==> config.mk <==
export PLATFORM = sky130hd
export DESIGN_NAME = stencil_csr_column_generator_flat
export DESIGN_NICKNAME = d
export VERILOG_FILES = /design/src/hw/rtl/scc_pkg.sv /design/src/hw/rtl/scc_in_if.sv /design/src/hw/rtl/scc_out_if.sv /design/src/hw/rtl/scc_ctrl.sv /design/src/hw/rtl/scc_datapath.sv /design/src/hw/rtl/stencil_csr_column_generator.sv /design/src/flat_wrapper.sv
export SDC_FILE = /design/constraint.sdc
export NUM_CORES = 2
export LEC_CHECK = 0
export BUFFER_PORTS_ARGS = -buffer_cell sky130_fd_sc_hd__clkbuf_2
export CORE_MARGIN = 5
export CORE_UTILIZATION = 45
export DETAILED_ROUTE_END_ITERATION = 12
export GPL_ROUTABILITY_DRIVEN = 0
export SYNTH_ARGS = -nofsm -noshare
export SYNTH_HDL_FRONTEND = slang
export SYNTH_SLANG_ARGS = --single-unit
==> constraint.sdc <==
create_clock -name clk_i -period 53.9 [get_ports clk_i]
set_input_delay 10.78 -clock clk_i [delete_from_list [all_inputs] [get_ports clk_i]]
set_output_delay 10.78 -clock clk_i [all_outputs]
set_load 0.005 [all_outputs]
==> src/hw/rtl/scc_pkg.sv <==
// Shared types, widths and helpers of the stencil CSR column generator.
package scc_pkg;

  localparam int unsigned MaxDim      = 256;
  localparam int unsigned EntriesPerRow = 7;

  localparam int unsigned SizeW   = 9;
  localparam int unsigned CoordW  = 9;
  localparam int unsigned ColW    = 24;
  localparam int unsigned PosW    = 27;
  localparam int unsigned PlaneW  = 17;
  localparam int unsigned TotalW  = ColW + 1;
  localparam int unsigned CfgIdxW = 3;
  localparam int unsigned CfgDataW = SizeW;

  localparam int unsigned Div1Steps = ColW;
  localparam int unsigned Div2Steps = 16;
  localparam int unsigned StepCntW  = $clog2(Div1Steps);

  typedef enum logic [CfgIdxW-1:0] {
    REG_SIZE_X     = 3'd0,
    REG_SIZE_Y     = 3'd1,
    REG_SIZE_Z     = 3'd2,
    REG_PERIODIC_X = 3'd3,
    REG_PERIODIC_Y = 3'd4,
    REG_PERIODIC_Z = 3'd5
  } cfg_reg_e;

  typedef enum logic [3:0] {
    ST_IDLE,
    ST_MUL1,
    ST_MUL2,
    ST_CHECK,
    ST_DIV1,
    ST_MID,
    ST_DIV2,
    ST_BUILD,
    ST_EMIT
  } state_e;

  typedef enum logic [3:0] {
    OP_NONE,
    OP_LOAD,
    OP_MUL1,
    OP_MUL2,
    OP_CHECK,
    OP_DIV_STEP,
    OP_DIV2_INIT,
    OP_BUILD,
    OP_POP
  } op_e;

  typedef struct packed {
    op_e op;
  } cmd_t;

  typedef struct packed {
    logic out_of_range;
    logic last;
  } sts_t;

  function automatic logic [SizeW-1:0] eff_size(input logic [SizeW-1:0] s);
    logic [SizeW-1:0] r;
    if (s == '0) begin
      r = SizeW'(1);
    end else if (s > SizeW'(MaxDim)) begin
      r = SizeW'(MaxDim);
    end else begin
      r = s;
    end
    return r;
  endfunction

endpackage

==> src/hw/rtl/scc_in_if.sv <==
// Input channel carrying one cell index per item.
interface scc_in_if import scc_pkg::*; ();
  logic            valid;
  logic            ready;
  logic [ColW-1:0] cell_index;

  modport source (output valid, output cell_index, input ready);
  modport sink   (input valid, input cell_index, output ready);
endinterface

==> src/hw/rtl/scc_out_if.sv <==
// Output channel carrying one CSR column entry per item.
interface scc_out_if import scc_pkg::*; ();
  logic            valid;
  logic            ready;
  logic [ColW-1:0] neighbour_column;
  logic [PosW-1:0] entry_position;
  logic            row_last;

  modport source (output valid, output neighbour_column, output entry_position,
                  output row_last, input ready);
  modport sink   (input valid, input neighbour_column, input entry_position,
                  input row_last, output ready);
endinterface

==> src/hw/rtl/scc_ctrl.sv <==
// Sequencing state machine of the stencil CSR column generator.
module scc_ctrl import scc_pkg::*; (
  input  logic clk_i,
  input  logic rst_ni,
  input  logic in_valid_i,
  output logic in_ready_o,
  output logic out_valid_o,
  input  logic out_ready_i,
  input  sts_t sts_i,
  output cmd_t cmd_o
);

  state_e                state_q, state_d;
  logic [StepCntW-1:0]   cnt_q, cnt_d;

  always_ff @(posedge clk_i or negedge rst_ni) begin
    if (!rst_ni) begin
      state_q <= ST_IDLE;
      cnt_q   <= '0;
    end else begin
      state_q <= state_d;
      cnt_q   <= cnt_d;
    end
  end

  always_comb begin
    state_d     = state_q;
    cnt_d       = cnt_q;
    cmd_o.op    = OP_NONE;
    in_ready_o  = 1'b0;
    out_valid_o = 1'b0;
    unique case (state_q)
      ST_IDLE: begin
        in_ready_o = 1'b1;
        if (in_valid_i) begin
          cmd_o.op = OP_LOAD;
          state_d  = ST_MUL1;
        end
      end
      ST_MUL1: begin
        cmd_o.op = OP_MUL1;
        state_d  = ST_MUL2;
      end
      ST_MUL2: begin
        cmd_o.op = OP_MUL2;
        state_d  = ST_CHECK;
      end
      ST_CHECK: begin
        cmd_o.op = OP_CHECK;
        cnt_d    = '0;
        state_d  = sts_i.out_of_range ? ST_IDLE : ST_DIV1;
      end
      ST_DIV1: begin
        cmd_o.op = OP_DIV_STEP;
        cnt_d    = cnt_q + 1'b1;
        if (cnt_q == StepCntW'(Div1Steps - 1)) begin
          state_d = ST_MID;
        end
      end
      ST_MID: begin
        cmd_o.op = OP_DIV2_INIT;
        cnt_d    = '0;
        state_d  = ST_DIV2;
      end
      ST_DIV2: begin
        cmd_o.op = OP_DIV_STEP;
        cnt_d    = cnt_q + 1'b1;
        if (cnt_q == StepCntW'(Div2Steps - 1)) begin
          state_d = ST_BUILD;
        end
      end
      ST_BUILD: begin
        cmd_o.op = OP_BUILD;
        state_d  = ST_EMIT;
      end
      ST_EMIT: begin
        out_valid_o = 1'b1;
        if (out_ready_i) begin
          cmd_o.op = OP_POP;
          if (sts_i.last) begin
            state_d = ST_IDLE;
          end
        end
      end
      default: begin
        state_d = ST_IDLE;
      end
    endcase
  end

endmodule

==> src/hw/rtl/scc_datapath.sv <==
// Configuration, divider, neighbour arithmetic and column sorter.
module scc_datapath import scc_pkg::*; (
  input  logic                clk_i,
  input  logic                rst_ni,
  input  logic                cfg_we_i,
  input  logic [CfgIdxW-1:0]  cfg_index_i,
  input  logic [CfgDataW-1:0] cfg_data_i,
  input  logic [ColW-1:0]     cell_index_i,
  input  cmd_t                cmd_i,
  output sts_t                sts_o,
  output logic [ColW-1:0]     column_o,
  output logic [PosW-1:0]     position_o
);

  logic [SizeW-1:0] size_x_q, size_y_q, size_z_q;
  logic             per_x_q, per_y_q, per_z_q;

  logic [SizeW-1:0]   nx, ny, nz;
  logic [ColW-1:0]    cell_q;
  logic [PlaneW-1:0]  nxny_q, nxny_m_nx_q;
  logic [TotalW-1:0]  total_q, tot_m_nxny_q;
  logic [CoordW-1:0]  rem_q, div_q, x_q;
  logic [ColW-1:0]    dq_q;
  logic [ColW-1:0]    cand_q [EntriesPerRow];
  logic [EntriesPerRow-1:0] valid_q, valid_d;
  logic [PosW-1:0]    entry_count_q;

  logic [CoordW:0]    trial;
  logic               trial_ge;
  logic [CoordW-1:0]  rem_next;
  logic [CoordW-1:0]  y, z;
  logic [TotalW-1:0]  c, n_x, n_xy, nxny_m_nx, tot_m_nxny;
  logic [TotalW-1:0]  cand [EntriesPerRow];
  logic [EntriesPerRow-1:0] cand_ok;
  logic [ColW-1:0]    best;
  logic               found;
  logic [EntriesPerRow-1:0] hit;

  assign nx = eff_size(size_x_q);
  assign ny = eff_size(size_y_q);
  assign nz = eff_size(size_z_q);

  always_ff @(posedge clk_i or negedge rst_ni) begin
    if (!rst_ni) begin
      size_x_q <= SizeW'(64);
      size_y_q <= SizeW'(64);
      size_z_q <= SizeW'(64);
      per_x_q  <= 1'b0;
      per_y_q  <= 1'b0;
      per_z_q  <= 1'b0;
    end else if (cfg_we_i) begin
      unique case (cfg_index_i)
        REG_SIZE_X:     size_x_q <= cfg_data_i;
        REG_SIZE_Y:     size_y_q <= cfg_data_i;
        REG_SIZE_Z:     size_z_q <= cfg_data_i;
        REG_PERIODIC_X: per_x_q  <= cfg_data_i[0];
        REG_PERIODIC_Y: per_y_q  <= cfg_data_i[0];
        REG_PERIODIC_Z: per_z_q  <= cfg_data_i[0];
        default: ;
      endcase
    end
  end

  // one restoring division step
  assign trial    = {rem_q, dq_q[ColW-1]};
  assign trial_ge = trial >= {1'b0, div_q};
  assign rem_next = trial_ge ? CoordW'(trial - {1'b0, div_q}) : trial[CoordW-1:0];

  // neighbour candidates
  assign y          = rem_q;
  assign z          = {1'b0, dq_q[7:0]};
  assign c          = {1'b0, cell_q};
  assign n_x        = TotalW'(nx);
  assign n_xy       = TotalW'(nxny_q);
  assign nxny_m_nx  = TotalW'(nxny_m_nx_q);
  assign tot_m_nxny = tot_m_nxny_q;

  always_comb begin
    cand[0] = (x_q == '0) ? c + n_x - TotalW'(1) : c - TotalW'(1);
    cand[1] = (x_q == nx - 1'b1) ? c - (n_x - TotalW'(1)) : c + TotalW'(1);
    cand[2] = (y == '0) ? c + nxny_m_nx : c - n_x;
    cand[3] = (y == ny - 1'b1) ? c - nxny_m_nx : c + n_x;
    cand[4] = (z == '0) ? c + tot_m_nxny : c - n_xy;
    cand[5] = (z == nz - 1'b1) ? c - tot_m_nxny : c + n_xy;
    cand[6] = c;
    cand_ok[0] = (x_q != '0) || per_x_q;
    cand_ok[1] = (x_q != nx - 1'b1) || per_x_q;
    cand_ok[2] = (y != '0) || per_y_q;
    cand_ok[3] = (y != ny - 1'b1) || per_y_q;
    cand_ok[4] = (z != '0) || per_z_q;
    cand_ok[5] = (z != nz - 1'b1) || per_z_q;
    cand_ok[6] = 1'b1;
  end

  // smallest pending column, and every copy of it
  always_comb begin
    best  = '1;
    found = 1'b0;
    for (int i = 0; i < EntriesPerRow; i++) begin
      if (valid_q[i] && (!found || cand_q[i] < best)) begin
        best  = cand_q[i];
        found = 1'b1;
      end
    end
    for (int i = 0; i < EntriesPerRow; i++) begin
      hit[i] = valid_q[i] && (cand_q[i] == best);
    end
  end

  always_comb begin
    valid_d = valid_q;
    if (cmd_i.op == OP_BUILD) begin
      valid_d = cand_ok;
    end else if (cmd_i.op == OP_POP) begin
      valid_d = valid_q & ~hit;
    end
  end

  always_ff @(posedge clk_i or negedge rst_ni) begin
    if (!rst_ni) begin
      valid_q       <= '0;
      entry_count_q <= '0;
    end else begin
      valid_q <= valid_d;
      if (cmd_i.op == OP_POP) begin
        entry_count_q <= entry_count_q + 1'b1;
      end
    end
  end

  always_ff @(posedge clk_i) begin
    unique case (cmd_i.op)
      OP_LOAD: cell_q <= cell_index_i;
      OP_MUL1: nxny_q <= PlaneW'(nx) * PlaneW'(ny);
      OP_MUL2: begin
        total_q     <= TotalW'(nxny_q) * TotalW'(nz);
        nxny_m_nx_q <= nxny_q - PlaneW'(nx);
      end
      OP_CHECK: begin
        tot_m_nxny_q <= total_q - TotalW'(nxny_q);
        rem_q        <= '0;
        dq_q         <= cell_q;
        div_q        <= nx;
      end
      OP_DIV_STEP: begin
        rem_q <= rem_next;
        dq_q  <= {dq_q[ColW-2:0], trial_ge};
      end
      OP_DIV2_INIT: begin
        x_q   <= rem_q;
        rem_q <= '0;
        dq_q  <= {dq_q[15:0], 8'h00};
        div_q <= ny;
      end
      OP_BUILD: begin
        for (int i = 0; i < EntriesPerRow; i++) begin
          cand_q[i] <= cand[i][ColW-1:0];
        end
      end
      default: ;
    endcase
  end

  assign sts_o.out_of_range = {1'b0, cell_q} >= total_q;
  assign sts_o.last         = (valid_q & ~hit) == '0;
  assign column_o           = best;
  assign position_o         = entry_count_q;

  a_pop_has_entry: assert property (@(posedge clk_i) disable iff (!rst_ni)
    (cmd_i.op == OP_POP) |-> (valid_q != '0))
    else $error("pop with no pending column");

  a_count_advances: assert property (@(posedge clk_i) disable iff (!rst_ni)
    (cmd_i.op == OP_POP) |=> (entry_count_q == $past(entry_count_q) + 1'b1))
    else $error("entry count did not advance on pop");

  a_self_present: assert property (@(posedge clk_i) disable iff (!rst_ni)
    (cmd_i.op == OP_BUILD) |=> valid_q[EntriesPerRow-1])
    else $error("row lost its own cell column");

  a_rem_bound: assert property (@(posedge clk_i) disable iff (!rst_ni)
    (cmd_i.op == OP_DIV_STEP) |-> (rem_q < div_q))
    else $error("divider remainder out of range");

endmodule

==> src/hw/rtl/stencil_csr_column_generator.sv <==
// Top level of the seven-point stencil CSR column generator.
// One cell index is taken per row; the block splits it into x, y and z with a
// shared one-bit-per-cycle divider (24 steps by size_x, then 16 by size_y) and
// then emits the row's 1 to 7 columns in ascending order, one per cycle while
// the sink is ready. The input is ready again right after the last column;
// a cell index outside the grid produces no columns. Configuration is to be
// written through cfg_we_i, cfg_index_i and cfg_data_i only while the block
// is idle; the block itself does not enforce this.
module stencil_csr_column_generator import scc_pkg::*; (
  input  logic                clk_i,
  input  logic                rst_ni,
  input  logic                cfg_we_i,
  input  logic [CfgIdxW-1:0]  cfg_index_i,
  input  logic [CfgDataW-1:0] cfg_data_i,
  scc_in_if.sink              in_ch,
  scc_out_if.source           out_ch
);

  cmd_t cmd;
  sts_t sts;

  scc_ctrl u_ctrl (
    .clk_i       (clk_i),
    .rst_ni      (rst_ni),
    .in_valid_i  (in_ch.valid),
    .in_ready_o  (in_ch.ready),
    .out_valid_o (out_ch.valid),
    .out_ready_i (out_ch.ready),
    .sts_i       (sts),
    .cmd_o       (cmd)
  );

  scc_datapath u_datapath (
    .clk_i        (clk_i),
    .rst_ni       (rst_ni),
    .cfg_we_i     (cfg_we_i),
    .cfg_index_i  (cfg_index_i),
    .cfg_data_i   (cfg_data_i),
    .cell_index_i (in_ch.cell_index),
    .cmd_i        (cmd),
    .sts_o        (sts),
    .column_o     (out_ch.neighbour_column),
    .position_o   (out_ch.entry_position)
  );

  assign out_ch.row_last = sts.last;

endmodule

==> src/flat_wrapper.sv <==
// flat-port wrapper written by rule: the top's interface ports become plain ports
module stencil_csr_column_generator_flat import scc_pkg::*;
  (clk_i, rst_ni, cfg_we_i, cfg_index_i, cfg_data_i, in_ch_valid, in_ch_cell_index, in_ch_ready, out_ch_valid, out_ch_neighbour_column, out_ch_entry_position, out_ch_row_last, out_ch_ready);
  scc_in_if in_ch_i ();
  scc_out_if out_ch_i ();
  input  logic clk_i;
  input  logic rst_ni;
  input  logic cfg_we_i;
  input  logic [CfgIdxW-1:0] cfg_index_i;
  input  logic [CfgDataW-1:0] cfg_data_i;
  input wire logic [$bits(in_ch_i.valid)-1:0] in_ch_valid;
  input wire logic [$bits(in_ch_i.cell_index)-1:0] in_ch_cell_index;
  output wire logic [$bits(in_ch_i.ready)-1:0] in_ch_ready;
  output wire logic [$bits(out_ch_i.valid)-1:0] out_ch_valid;
  output wire logic [$bits(out_ch_i.neighbour_column)-1:0] out_ch_neighbour_column;
  output wire logic [$bits(out_ch_i.entry_position)-1:0] out_ch_entry_position;
  output wire logic [$bits(out_ch_i.row_last)-1:0] out_ch_row_last;
  input wire logic [$bits(out_ch_i.ready)-1:0] out_ch_ready;
  assign in_ch_i.valid = in_ch_valid;
  assign in_ch_i.cell_index = in_ch_cell_index;
  assign in_ch_ready = in_ch_i.ready;
  assign out_ch_valid = out_ch_i.valid;
  assign out_ch_neighbour_column = out_ch_i.neighbour_column;
  assign out_ch_entry_position = out_ch_i.entry_position;
  assign out_ch_row_last = out_ch_i.row_last;
  assign out_ch_i.ready = out_ch_ready;
  stencil_csr_column_generator u_core (.clk_i(clk_i), .rst_ni(rst_ni), .cfg_we_i(cfg_we_i), .cfg_index_i(cfg_index_i), .cfg_data_i(cfg_data_i), .in_ch(in_ch_i), .out_ch(out_ch_i));
endmodule
Yosys cells after proc, flatten, opt, wreduce, memory -nomap -nowiden
Memory sizes are Yosys's and may differ from the RTL's.
Cells that the tools add are included.
Word-level totals
  input port bits: 41
  latch bits: 0
  RAM bits: 168
  output and inout port bits: 54
  memory bits (read-only): 0
  register bits after elaboration: 231
  word-level logic and storage cells: 201
  memories: 1
Operators by class
  div/mod/pow operators: 0
  multiply operators: 2
  eq/ne operators: 41
  mux-type cells: 46
  reductions and logical operators: 58
  magnitude comparators: 11
  shift operators: 0
  bitwise gates (word level): 2
  add/sub/neg operators: 21
Memories
  u_core.u_datapath.cand_q: depth 7, width 24, rd ports 7, clocked after memory_dff 0, wr ports 7, line scc_datapath.sv:24  | logic [ColW-1:0] cand_q [EntriesPerRow];
Operators by type and width (count)
  $mux 24: 13
  $eq 24x24->1: 7
  $lt 24x24->1: 6
  $pmux 24 s3: 1
  $sub 24x17->24: 3
  $mux 9: 7
  $logic_not 9->1: 6
  $add 24x17->24: 2
  $sub 24x1->24 const B: 2
  $sub 24x24->24: 2
  $pmux 4 s9: 1
  $pmux 9 s2: 2
  $eq 4x3->1 const B: 8
  $pmux 4 s8: 1
  $add 27x1->27 const B: 1
  $gt 9x9->1 const B: 3
  $reduce_bool 9->1: 3
  $sub 9x1->9 const B: 3
  $ge 24x25->1: 1
  $mul 17x9->25: 1
  $add 24x1->24 const B: 1
  $add 24x24->24: 1
  $add 24x9->24: 1
  $mux 4: 6
  other kinds (37): 99

Longest topological paths before layout
An unclocked memory read counts as a cell.
  depth in word-level cells: 34
  depth in mapped cells: 103
  depth with buffers taken out: 86

Hierarchy
A second synthesis with hierarchy kept.
Unflattened totals
  cell total of the unflattened synthesis: 4306
  area total of the unflattened synthesis: 39584.2 um^2
By module, submodules not included
  scc_datapath: cells an instance 4244, sequential area each 11394.7 um^2, instances 1, area each 38944.9 um^2
  scc_ctrl: cells an instance 62, sequential area each 225.2 um^2, instances 1, area each 639.4 um^2

Worst setup path before layout
Ideal clock, no wire load.
  kind: register -> output
  from: register u_core.u_datapath.valid_q[0]
  to: output port out_ch_row_last
  path slack: 25.385 ns
  buffers on the path: 15
  stages on the path, launching flop included: 97
  arrival: 17.735 ns
  required time: 43.120 ns
  path through: dfrtp_1 buf_2 inv_2 clkbuf_1 clkbuf_1 nor2_1 ha_1 a21oi_1 o21ai_1 a221oi_1 nand2b_1 o2111a_1 buf_4 clkbuf_1 buf_1 mux2i_1 inv_1 ha_1 [61 not listed] o21ai_0 nand2b_1 a21oi_1 nor2b_1 o21ai_0 nand2b_1 a21oi_1 o311ai_0 nand2_1 inv_1 a21oi_2 buf_4 a211oi_1 or4b_1 nor4_1 o21bai_1 a211oi_2 and2_1
On the way
  cells in the longest elaborated chain, start to end: 30
  elaborated cells on any way between the ends: 54
  classes of those cells: order compare (6); eq/ne (7); mux (13); bitwise (2); reduce/logical (26)
Ends and longest elaborated chain
  start: declaration: line scc_datapath.sv:25  | logic [EntriesPerRow-1:0] valid_q, valid_d;
  start signal: assignment: line scc_datapath.sv:124  | valid_q <= valid_d;
  $mux 24 / $mux 1 (equally long branches): line scc_datapath.sv:100  | if (valid_q[i] && (!found || cand_q[i] < best)) begin
  $lt 24x24->1 / $logic_not 1->1 (equally long branches): line scc_datapath.sv:100
  $logic_or 1x1->1: line scc_datapath.sv:100
  $logic_and 1x1->1: line scc_datapath.sv:100
  $mux 24 / $mux 1 (equally long branches): line scc_datapath.sv:100
  $lt 24x24->1 / $logic_not 1->1 (equally long branches): line scc_datapath.sv:100
  $logic_or 1x1->1: line scc_datapath.sv:100
  $logic_and 1x1->1: line scc_datapath.sv:100
  [14 not listed]
  $logic_or 1x1->1: line scc_datapath.sv:100
  $logic_and 1x1->1: line scc_datapath.sv:100
  $mux 24: line scc_datapath.sv:100
  $eq 24x24->1: line scc_datapath.sv:106  | hit[i] = valid_q[i] && (cand_q[i] == best);
  $logic_and 1x1->1: line scc_datapath.sv:106
  $not 7->7: line scc_datapath.sv:165  | assign sts_o.last = (valid_q & ~hit) == '0;
  $and 7x7->7 *: line scc_datapath.sv:165
  $logic_not 7->1 *: line scc_datapath.sv:165
  end: declaration: line flat_wrapper.sv:17  | output wire logic [$bits(out_ch_i.row_last)-1:0] out_ch_row_last;
Mark *: on every way between the ends. The rest lies on a longest branch, timed or not.

Worst setup path in the final report
Ends and elaborated chain as after synthesis.

==> impl_metrics.toml <==
[clock_network]
path_clk_slew_ns = 0.06
cts-htree-levels = 2
cts_sinks = 399
insertion_delay_ns = 0.60
cts_root_buf = "clkbuf_16"
cts_buffer_depth = 3
post_cts_buffers = 0
cts_resized = 0
numCtsBuffers = 45
cts_hold_buf = 0
cts_tree = "built"

[critical_path]
cp_slowest_cell = "mux2i_1"
critPathLaunchType = "flop"
cp_num_cells = 81
ff2ff_path_depth = 80
cpPeakStageDelay_ns = 1.31
crit_arrival_ns = 22.87
reg2reg_to = "u_core.u_ctrl.state_q[3]"
cp.buffers_inverters = 10
cpLargestDelayFamily = "compound AO/OA/AOI/OAI gates"
worstSetupEndpointType = "primary output"
crit_type = "reg -> out"
path_max_fanout = 54
regToRegSetupSlack_ns = 31.56
crit_path_frequent_cell = "a21oi_1"
rr_startpoint = "u_core.u_datapath.valid_q[0]"
worstPathRequired_ns = 43.12

[layout]
drive_gt1_share_pct = 8.24
n_fill_cell = 8299
multi_input_area_sq_um = 25600
seq_area_sq_um = 11600
finish.instance_area_sq_um = 43200
area_delta_synth_final_pct = 8.06
nNetsFinal = 5012

[drt]
via_count = 34041
routedWlPerCell_microns = 25.5
drtIter0Drc = 3900
avgViaCountPerCell = 6.07
ant_nets = 0
route.detailed.drc = 15
drt_wl_total_mm = 143
firstDrtPassIters = 13

[floorplan]
dieArea_sq_um = 94800
die_y_microns = 308
io_pins = 95
initial_core_util_pct = 45.3
die_w_microns = 308
rows = 109
core-area_sq_um = 88200

[global_route]
grt_pass1_vias = 32532
grt_max_degree = 97
grt_use_total_pct = 29.3
grt.overflow.total = 0
grt_pass1_wl_mm = 209
antenna_found_initial = 6

[synthesis]
synth-main-ff-cell = "edfxtp_1"
synth_seq_area_share_pct = 29.1
synth_cell_types = 98
ys_ff_latch = 399
netlist_area_sq_um = 39900
synth_cells = 4362
ys_warn_count = 0
synth_edf_count = 326
syn_area_per_cell_sq_um = 9.16
syn_nets = 4966
ys_async_sr_fraction_pct = 18.3

[worst_hold_path]
hold_end = "u_core.u_datapath.position_o[26]"
min_path_cells = 1
hp-start = "u_core.u_datapath.position_o[26]"
hold_path_class = "reg -> reg"

[timing]
final_hold_viol_count = 0
rsz0062_at_grt = "no"
tightest_slew_ns = 1.55
fin_skew_ns = 0.0394
final.setup.tns_ns = 0
finalCritPeriodShare_pct = 62.4
max_freq_mhz = 29.7
maxSlewHeadroom_pct = -6.53
final_max_slew_viol_count = 8
fin_crit_ns = 33.65
setup_viol = 0

[run_status]
violations = "DRC, capacitance limit, slew limit"
status = "finished, violations left"

[power_and_ir_drop]
power.total_w = 0.00286
pwr_density_cell_nw_per_um2 = 66.2
ir_drop_mv = 0.0780
leakage_nw = 19.1

[placement]
dpl_cell_area_sq_um = 41700
post-dp-hpwl_mm = 110
portBuffers = 94

[job]
drv_cap = 1
==> synthesized netlist by cell type, types with 12 or more instances <==
cell type / count / area [sq um]
o21ai_0: 191 / 956
xor2_1: 121 / 1060
dfrtp_1: 70 / 1750
o211ai_1: 17 / 128
a221oi_1: 21 / 184
o21a_1: 20 / 150
nand2b_1: 47 / 294
o21bai_1: 49 / 368
a21o_1: 98 / 736
nand2_1: 418 / 1570
a21oi_1: 232 / 1160
nand3_1: 64 / 320
a22oi_1: 37 / 278
xnor2_1: 283 / 2480
ha_1: 400 / 5000
or2_2: 12 / 75.1
fa_1: 163 / 3260
and2_1: 61 / 382
a21boi_0: 21 / 158
a2111oi_0: 21 / 184
nor4_1: 43 / 269
a22o_1: 23 / 201
a31oi_1: 21 / 131
mux2i_1: 90 / 901
and4_1: 12 / 105
mux2_2: 79 / 890
inv_1: 545 / 2050
clkbuf_1: 115 / 432
o22ai_1: 46 / 288
buf_2: 17 / 85.1
edfxtp_1: 326 / 9790
nor2b_1: 45 / 282
nor2_1: 263 / 987
nand4_1: 53 / 332
a211oi_1: 31 / 233
or3_1: 15 / 93.8
and3_1: 35 / 219
nor3_1: 60 / 300
==> flip-flops by register name, summed over array words and instances (netlist names) <==
name / cells
u_core.u_ctrl.cnt_q: 5
u_core.u_datapath.tot_m_nxny: 24
u_core.u_datapath.position_o: 27
u_core.u_ctrl.state_q: 4
u_core.u_datapath.per_y_q: 1
u_core.u_datapath.nxny_q: 17
u_core.u_datapath.total_q: 25
u_core.u_datapath.div_q: 9
u_core.u_datapath.dq_q: 24
u_core.u_datapath.nxny_m_nx_q: 17
u_core.u_datapath.size_z_q: 9
u_core.u_datapath.valid_q: 7
u_core.u_datapath.size_y_q: 9
u_core.u_datapath.cell_q: 24
u_core.u_datapath.per_z_q: 1
u_core.u_datapath.cand_q: 168
u_core.u_datapath.rem_q: 9
u_core.u_datapath.per_x_q: 1
u_core.u_datapath.size_x_q: 9
u_core.u_datapath.x_q: 9
==> per-stage QoR <==
stage | worst slack (ns) | hold slack, ns | util [%] | instances
final | 20.25 | 0.475 | 48.9 | 5611
after global routing | 19.08 | 0.514 | 48.9 | 5608
after CTS | 21.57 | 0.475 | 48.9 | 5608
after detailed placement | 22.29 | 0.463 | 47.3 | 5526
after global placement | 22.55 | 0.460 | 47.3 | 5526
after floorplan | 25.39 | 0.452 | - | 4362
==> worst max path at each step <==
stage | end | slack (ns) | from
5_1_grt | out_ch_row_last | 19.08 | u_core.u_datapath.valid_q[0]
4_1_cts | out_ch_row_last | 21.57 | u_core.u_datapath.valid_q[0]
6_report | out_ch_row_last | 20.25 | u_core.u_datapath.valid_q[0]
3_3_place_gp | out_ch_row_last | 22.55 | u_core.u_datapath.valid_q[0]
3_5_place_dp | out_ch_row_last | 22.29 | u_core.u_datapath.valid_q[0]
2_1_floorplan | out_ch_row_last | 25.39 | u_core.u_datapath.valid_q[0]
==> report_power, final <==
| part | leakage, nW | internal (W) | switching [W] | total (W) |
|---|---|---|---|---|
| sequential | 3.90 | 0.000486 | 0.000126 | 0.000613 |
| combinational | 14.5 | 0.000740 | 0.00120 | 0.00194 |
| clock | 0.702 | 0.000174 | 0.000133 | 0.000307 |
==> metal layers <==
metal | wire length, microns | global-route usage [%]
met1 | 55500 | 37.3
met2 | 62400 | 45.5
met3 | 15000 | 7.77
met4 | 10100 | 15.8
met5 | 15 | 0
==> worst register-to-register path, delay by kind of cell, from the launching register on <==
| kind | cells | cell delay (ns) |
|---|---|---|
| DFF | 1 | 0.70 |
| adders and majority gates | 6 | 1.99 |
| and+or+nand+nor | 21 | 4.30 |
| AOI/OAI and AO/OA | 38 | 8.87 |
| buffers and inverters | 9 | 2.53 |
| muxes | 6 | 3.79 |
==> logic make-up (layout without fill, tap and decap cells) <==
group           count (synthesis)  count (layout)  synth area share, %
simple gates                 1160            1160                 13.8
compound gates                952             952                 16.0
buf+inv                       707             788                 6.84
fa+ha+maj                     564             564                 20.7
xor+xnor                      405             405                 8.90
flops                         399             399                 29.1
mux                           175             175                 4.72
other cells                     0               3                    0
==> cell usage in the layout, fill, tap and decap left out, types with 61 or more instances in the layout <==
cell	instances
inv_1	544
nand2_1	418
ha_1	400
edfxtp_1	326
xnor2_1	283
nor2_1	261
a21oi_1	232
o21ai_0	191
fa_1	163
xor2_1	121
a21o_1	98
clkbuf_2	93
mux2i_1	90
mux2_2	79
dfrtp_1	70
nand3_1	64
and2_1	61
==> layout make-up <==
class                   count  share of cell area [%]
clock inverters            22                   0.478
flip-flops and latches    399                    26.9
clock buffers              60                    2.88
inverters                 554                    4.83
repair buffers            152                    2.10
diodes                      3                  0.0174
multi-input cells        3256                    59.4
well taps                1165                    3.38
Note: power is estimated with default switching activity, not from simulation.
